==> src/mau_pkg.sv <==
// ----------------------------------------------------------------------------
// Modular arithmetic unit package
// Holds the command codes and the packed item types for the input and result
// channels.
// ----------------------------------------------------------------------------
package mau_pkg;

  // Command codes carried in the input item.
  localparam logic [2:0] CMD_ADD    = 3'd0;
  localparam logic [2:0] CMD_SUB    = 3'd1;
  localparam logic [2:0] CMD_MUL    = 3'd2;
  localparam logic [2:0] CMD_DIV    = 3'd3;
  localparam logic [2:0] CMD_NEG    = 3'd4;
  localparam logic [2:0] CMD_INV    = 3'd5;
  localparam logic [2:0] CMD_REDUCE = 3'd6;
  // Unassigned code; the block answers it with a zero result.
  localparam logic [2:0] CMD_UNUSED = 3'd7;

  // One input item.
  typedef struct packed {
    logic [2:0]  command;
    logic [63:0] operand_a;
    logic [63:0] operand_b;
  } in_item_t;

  // One result item.
  typedef struct packed {
    logic [63:0] result_value;
    logic        not_invertible;
  } out_item_t;

endpackage

==> src/modular_arithmetic_unit.sv <==
// ----------------------------------------------------------------------------
// Modular arithmetic unit
// Add, subtract, multiply, divide, negate, invert and reduce modulo a
// configurable modulus, with an extended Euclid inverse.
// ----------------------------------------------------------------------------
// The block takes one item at a time and holds in_stall high until the result
// item has been taken. Both operands are first reduced by restoring division,
// one bit per cycle. Add, subtract, negate and reduce then finish in S_EXEC.
// Multiply runs a shift-add loop through the single modular adder, a doubling
// step and an add step for each multiplier bit. Invert runs the extended
// Euclid algorithm: each round divides bit-serially while it accumulates the
// quotient times the coefficient modulo the modulus, and the number of rounds
// grows with the operand size (about 1.44*WIDTH at worst). Divide is an invert
// followed by a multiply. The modulus register is written over its own
// valid/ready port while the block is idle; only its low WIDTH bits are used,
// and a zero modulus or an unused command returns zero.
module modular_arithmetic_unit #(
  parameter int WIDTH = 64
) (
  input  logic                clk,
  input  logic                rst,
  input  logic                in_valid,
  output logic                in_stall,
  input  mau_pkg::in_item_t   in_item,
  output logic                out_valid,
  input  logic                out_stall,
  output mau_pkg::out_item_t  out_item,
  input  logic                cfg_valid,
  output logic                cfg_ready,
  input  logic [63:0]         cfg_data
);

  localparam int CW = $clog2(WIDTH);

  typedef enum logic [9:0] {
    S_IDLE = 10'b0000000001,
    S_RED  = 10'b0000000010,
    S_EXEC = 10'b0000000100,
    S_MDBL = 10'b0000001000,
    S_MADD = 10'b0000010000,
    S_ECHK = 10'b0000100000,
    S_EDIV = 10'b0001000000,
    S_EADD = 10'b0010000000,
    S_EUPD = 10'b0100000000,
    S_DONE = 10'b1000000000
  } state_t;

  state_t           state;
  logic [WIDTH-1:0] modulus;
  logic [2:0]       cmd;
  logic [WIDTH-1:0] a_sh, b_sh;
  logic [WIDTH-1:0] ra, rb;
  logic [CW-1:0]    cnt;
  logic [WIDTH-1:0] acc, mx, my;
  logic [WIDTH-1:0] r0, r1, t0, t1;
  logic [WIDTH-1:0] d_sh, drem;
  logic             qbit;
  logic [WIDTH-1:0] res;
  logic             flag;

  // Reduction steps for both operands.
  logic [WIDTH:0] ra_ext, rb_ext, ra_sub, rb_sub;
  always_comb begin
    ra_ext = {ra, a_sh[WIDTH-1]};
    rb_ext = {rb, b_sh[WIDTH-1]};
    ra_sub = ra_ext - {1'b0, modulus};
    rb_sub = rb_ext - {1'b0, modulus};
  end

  // Shared modular adder.
  logic [WIDTH-1:0] am_x, am_y, am_out;
  logic [WIDTH:0]   am_sum;
  always_comb begin
    case (state)
      S_EXEC:  begin am_x = ra;  am_y = rb;  end
      S_MADD:  begin am_x = acc; am_y = mx;  end
      S_EADD:  begin am_x = acc; am_y = t1;  end
      default: begin am_x = acc; am_y = acc; end
    endcase
    am_sum = {1'b0, am_x} + {1'b0, am_y};
    if (am_sum >= {1'b0, modulus}) begin
      am_sum = am_sum - {1'b0, modulus};
    end
    am_out = am_sum[WIDTH-1:0];
  end

  // Modular subtractor.
  logic [WIDTH-1:0] sm_x, sm_y, sm_out;
  always_comb begin
    if (state == S_EUPD) begin
      sm_x = t0;
      sm_y = acc;
    end else if (cmd == mau_pkg::CMD_NEG) begin
      sm_x = '0;
      sm_y = ra;
    end else begin
      sm_x = ra;
      sm_y = rb;
    end
    sm_out = (sm_x >= sm_y) ? (sm_x - sm_y) : (sm_x - sm_y + modulus);
  end

  // Euclid division step.
  logic [WIDTH:0] d_ext;
  logic           d_ge;
  always_comb begin
    d_ext = {drem, d_sh[WIDTH-1]};
    d_ge  = d_ext >= {1'b0, r1};
  end

  assign in_stall  = (state != S_IDLE);
  assign out_valid = (state == S_DONE);
  assign cfg_ready = (state == S_IDLE);
  assign out_item.result_value   = 64'(res);
  assign out_item.not_invertible = flag;

  // Sequencer.
  always_ff @(posedge clk) begin
    if (rst) begin
      state   <= S_IDLE;
      modulus <= WIDTH'(1);
    end else begin
      if (cfg_valid && cfg_ready) begin
        modulus <= cfg_data[WIDTH-1:0];
      end
      case (state)
        S_IDLE: begin
          if (in_valid) begin
            cmd  <= in_item.command;
            a_sh <= in_item.operand_a[WIDTH-1:0];
            b_sh <= in_item.operand_b[WIDTH-1:0];
            ra   <= '0;
            rb   <= '0;
            cnt  <= CW'(WIDTH - 1);
            if (modulus == '0) begin
              res   <= '0;
              flag  <= 1'b0;
              state <= S_DONE;
            end else begin
              state <= S_RED;
            end
          end
        end
        S_RED: begin
          ra   <= ra_sub[WIDTH] ? ra_ext[WIDTH-1:0] : ra_sub[WIDTH-1:0];
          rb   <= rb_sub[WIDTH] ? rb_ext[WIDTH-1:0] : rb_sub[WIDTH-1:0];
          a_sh <= a_sh << 1;
          b_sh <= b_sh << 1;
          if (cnt == '0) begin
            state <= S_EXEC;
          end else begin
            cnt <= cnt - 1'b1;
          end
        end
        S_EXEC: begin
          flag <= 1'b0;
          acc  <= '0;
          cnt  <= CW'(WIDTH - 1);
          r0   <= modulus;
          t0   <= '0;
          t1   <= (modulus == WIDTH'(1)) ? '0 : WIDTH'(1);
          case (cmd)
            mau_pkg::CMD_ADD: begin
              res   <= am_out;
              state <= S_DONE;
            end
            mau_pkg::CMD_SUB, mau_pkg::CMD_NEG: begin
              res   <= sm_out;
              state <= S_DONE;
            end
            mau_pkg::CMD_REDUCE: begin
              res   <= ra;
              state <= S_DONE;
            end
            mau_pkg::CMD_MUL: begin
              mx    <= ra;
              my    <= rb;
              state <= S_MDBL;
            end
            mau_pkg::CMD_DIV: begin
              r1    <= rb;
              state <= S_ECHK;
            end
            mau_pkg::CMD_INV: begin
              r1    <= ra;
              state <= S_ECHK;
            end
            default: begin
              res   <= '0;
              state <= S_DONE;
            end
          endcase
        end
        S_MDBL: begin
          acc   <= am_out;
          state <= S_MADD;
        end
        S_MADD: begin
          if (my[cnt]) begin
            acc <= am_out;
          end
          if (cnt == '0) begin
            res   <= my[cnt] ? am_out : acc;
            state <= S_DONE;
          end else begin
            cnt   <= cnt - 1'b1;
            state <= S_MDBL;
          end
        end
        S_ECHK: begin
          acc  <= '0;
          drem <= '0;
          d_sh <= r0;
          cnt  <= CW'(WIDTH - 1);
          if (r1 == '0) begin
            if (r0 != WIDTH'(1)) begin
              res   <= '0;
              flag  <= 1'b1;
              state <= S_DONE;
            end else if (cmd == mau_pkg::CMD_INV) begin
              res   <= t0;
              state <= S_DONE;
            end else begin
              // Division: multiply a by the inverse just found.
              mx    <= ra;
              my    <= t0;
              state <= S_MDBL;
            end
          end else begin
            state <= S_EDIV;
          end
        end
        S_EDIV: begin
          qbit  <= d_ge;
          drem  <= d_ge ?
                   WIDTH'(d_ext - {1'b0, r1}) : d_ext[WIDTH-1:0];
          d_sh  <= d_sh << 1;
          acc   <= am_out;
          state <= S_EADD;
        end
        S_EADD: begin
          if (qbit) begin
            acc <= am_out;
          end
          if (cnt == '0) begin
            state <= S_EUPD;
          end else begin
            cnt   <= cnt - 1'b1;
            state <= S_EDIV;
          end
        end
        S_EUPD: begin
          // New remainder and coefficient; shift the pair down.
          t1    <= sm_out;
          t0    <= t1;
          r0    <= r1;
          r1    <= drem;
          state <= S_ECHK;
        end
        S_DONE: begin
          if (!out_stall) begin
            state <= S_IDLE;
          end
        end
        default: begin
          state <= S_IDLE;
        end
      endcase
    end
  end

endmodule

==> config.mk <==
export PLATFORM = sky130hd
export DESIGN_NAME = modular_arithmetic_unit
export DESIGN_NICKNAME = d
export VERILOG_FILES = /design/src/mau_pkg.sv /design/src/modular_arithmetic_unit.sv
export SDC_FILE = /design/constraint.sdc
export NUM_CORES = 2
export LEC_CHECK = 0
export BUFFER_PORTS_ARGS = -buffer_cell sky130_fd_sc_hd__buf_2
export CAP_MARGIN = 20
export CORE_MARGIN = 8
export CORE_UTILIZATION = 45
export DETAILED_ROUTE_END_ITERATION = 10
export PLACE_DENSITY = 0.65
export SYNTH_ARGS = -nofsm -noshare
export SYNTH_HDL_FRONTEND = slang
export SYNTH_SLANG_ARGS = --single-unit
==> constraint.sdc <==
create_clock -name clk -period 15.4 [get_ports clk]
set_input_delay 0.77 -clock clk [delete_from_list [all_inputs] [get_ports clk]]
set_output_delay 0.77 -clock clk [all_outputs]
set_load 0.02 [all_outputs]
==> results.yml <==
critical_path:
  crit_start: "state[9]"
  cp-start-kind: "flop"
  cp_max_fo: 50
  cpMostUsedCell: "nand2_1"
  critPathKind: "flop to flop"
  r2r-start: "state[9]"
  r2r_end: "res[11]"
  reg2reg_depth: 33
  required_ns: 15.87
  cp-end-kind: "flop"
  critPathCapture: "res[11]"
  max_stage_delay_ns: 0.94
  r2r_slack_ns: 3.81
  slowest_stage: "or3_2"
  worstPathArrival_ns: 12.06
routing:
  drt_iter0_markers: 11100
  routed_wl_mm: 330
  drc: 0
  antenna_left: 0
  dr_total_vias: 70500
  avgViaCountPerCell: 6.42
  dr.pass1.iters: 9
  post_drt_wl_per_cell_um: 30.0
global_routing:
  grt_max_degree: 181
  grt_usage: 0.347
  grt_pass1_vias: 65600
  grt_pass1_wl_mm: 462
  overflow: 0
  grt_antenna_before_repair: 21
timing:
  drv_slew: 0
  fin_crit_ns: 11.59
  fmax_mhz: 86.3
  max_slew_margin: 0.153
  skew_ns: 0.0392
  tightestPinTransition_ns: 1.26
  rsz0062_at_grt: "false"
  setup_viol: 0
  hold_violations: 0
  period_share: 0.753
  fin_setup_tns_ns: 0
clock_network:
  clk-insertion-delay-late_ns: 0.78
  cts_max_level: 3
  cts_buffers: 119
  path_clk_slew_ns: 0.06
  cts_tree: "done"
  clock-sinks: 981
  cts_root_buf: "clkbuf_16"
  cts.hold.buffers_added: 0
  clockBufferDepth: 3
  cts_setup_buffers: 0
  ctsResizeCount: 0
placement:
  place_area_um2: 78200
  dpl.hpwl_mm: 251
  port_buffers: 267
  routabilityCongestion: 1.08
synth:
  ys.warnings.count: 0
  postSynthAreaPerCell_um2: 8.65
  yosys.area.top_type: "edfxtp_1"
  synth.most_common_cell: "nand2_1"
  netlist_area_um2: 74600
  yosysSeqAreaShare: 0.385
  synth_edf_count: 907
  synth-async-reset-ratio: 0
  synth_top_area_frac: 0.365
  synth_ff_type: "edfxtp_1"
  synth.distinct_cells: 106
  synth_area_leaders: "edfxtp_1 37%, nand2_1 8.3%, ha_1 7.5%, a21oi_1 5.9%, nor2_1 3.4%"
  ys_ff_latch: 981
  synth_cells: 8625
  syn_nets: 9281
  synth_commonest_cells: "1,658 x nand2_1, 907 x edfxtp_1, 881 x a21oi_1"
hold_path:
  holdCritPathClass: "input pin to flop"
pwr:
  leakagePower_uw: 0.0332
  ir_worst_vdd_uv: 121
  p_per_area_nw_per_um2: 163
floorplan:
  io_pins: 268
  die_area_um2: 179000
  core_um2: 165000
  initial_core_util: 0.453
  rows: 149
  die_y_um: 423
  die_w_um: 423
cells_and_area:
  design_area_um2: 82400
  layout-drive-gt1-share: 0.0989
  layout-area-overhead-vs-synth_pct: 10.5
  post-route-util: 0.500
  final_nets: 9341
run_status:
  status: "complete, no violations"
job:
  maxCapViolations: 0
[layer usage]
| layer | global-route usage | up-vias | wire length [µm] |
|---|---|---|---|
| met4 | 0.145 | 22 | 16100 |
| met3 | 0.134 | 683 | 46900 |
| li1 | - | 31600 | - |
| met5 | 0.00511 | - | 247 |
| met2 | 0.486 | 4307 | 131000 |
| met1 | 0.476 | 33900 | 135000 |
[critical path, delay by kind of cell (launching register included)]
kind	cells	cell delay (ns)
buffers and inverters	2	1.37
flip-flops	1	0.35
adder cells (fa/ha/maj)	2	0.76
AO/OA/AOI/OAI	13	3.36
multiplexers	2	0.69
XOR/XNOR	1	0.47
AND/OR/NAND/NOR	13	4.13
[where the power goes]
part / internal, µW / total [µW] / switching (µW)
combinational: 2220 / 6820 / 4600
clock: 1780 / 3050 / 1270
sequential: 3240 / 3530 / 283
[kinds of logic (layout without fill, tap and decap cells)]
logic type,after synthesis,after routing,synth area share
mux,396,396,0.0573
flops,981,981,0.385
compound gates,2504,2504,0.211
buf+inv,778,944,0.0412
xor+xnor,410,410,0.0481
other cells,0,8,0
simple gates,3100,3100,0.180
fa+ha+maj,456,456,0.0772
[cell type report]
class                   count  area (µm²)
clock inverters            79         890
inverters                 286        1070
multi-input cells        6866       43100
fillers                 15700       82400
flip-flops and latches    981       28700
well taps                2189        2740
clock buffers             148        3240
repair buffers            431        2620
diodes                      8        20.0
[layout by cell type (no fill, tap or decap), types with 18 or more instances in the layout]
cell type | Yosys | layout
nor2b_1 | 53 | 53
o21a_1 | 59 | 59
or3_1 | 28 | 27
ha_1 | 449 | 449
and2_1 | 113 | 109
mux2_2 | 144 | 144
nand2_1 | 1658 | 1653
dfxtp_1 | 74 | 74
a211oi_1 | 81 | 79
a221oi_1 | 48 | 48
o31ai_1 | 53 | 53
nand3_1 | 136 | 133
xor2_1 | 147 | 147
xnor2_1 | 263 | 263
a31oi_1 | 68 | 67
buf_4 | 12 | 156
clkinv_1 | 0 | 20
a22o_1 | 18 | 18
o221ai_1 | 26 | 26
nand4_1 | 121 | 121
a21o_1 | 268 | 268
o21bai_1 | 94 | 94
o21ai_0 | 464 | 464
inv_1 | 282 | 282
mux2i_1 | 238 | 238
o211ai_1 | 60 | 60
a21oi_1 | 881 | 876
clkbuf_16 | 0 | 124
nand2b_1 | 42 | 42
nor2_1 | 673 | 670
and3_1 | 50 | 49
clkbuf_1 | 416 | 18
a222oi_1 | 83 | 83
o21ai_1 | 104 | 104
nor3_1 | 74 | 72
nor4_1 | 71 | 67
edfxtp_1 | 907 | 907
buf_2 | 33 | 268
[worst min-delay path by stage]
stage | startpoint | endpoint | slack (ns) | cells past startpoint
detailed placement | modulus[29] | modulus[29] | 0.50 | 2
finish | in_item[130] | cmd[2] | 0.19 | 1
floorplan | modulus[12] | modulus[12] | 0.46 | 2
global route | in_item[130] | cmd[2] | 0.18 | 1
global placement | modulus[34] | modulus[34] | 0.49 | 2
CTS | in_item[130] | cmd[2] | 0.15 | 1
[through the flow]
step | instances | total power [µW] | setup slack [ns] | hold slack, ns
5_1_grt | 11000 | 13900 | 3.47 | 0.179
3_3_place_gp | 10700 | 10000 | 4.17 | 0.490
4_1_cts | 11000 | 13100 | 4.08 | 0.146
3_5_place_dp | 10800 | 10100 | 4.13 | 0.496
2_1_floorplan | 8625 | 7920 | 0.0747 | 0.462
6_report | 11000 | 13400 | 3.81 | 0.189
No activity file was read; power rests on OpenSTA's default activity.
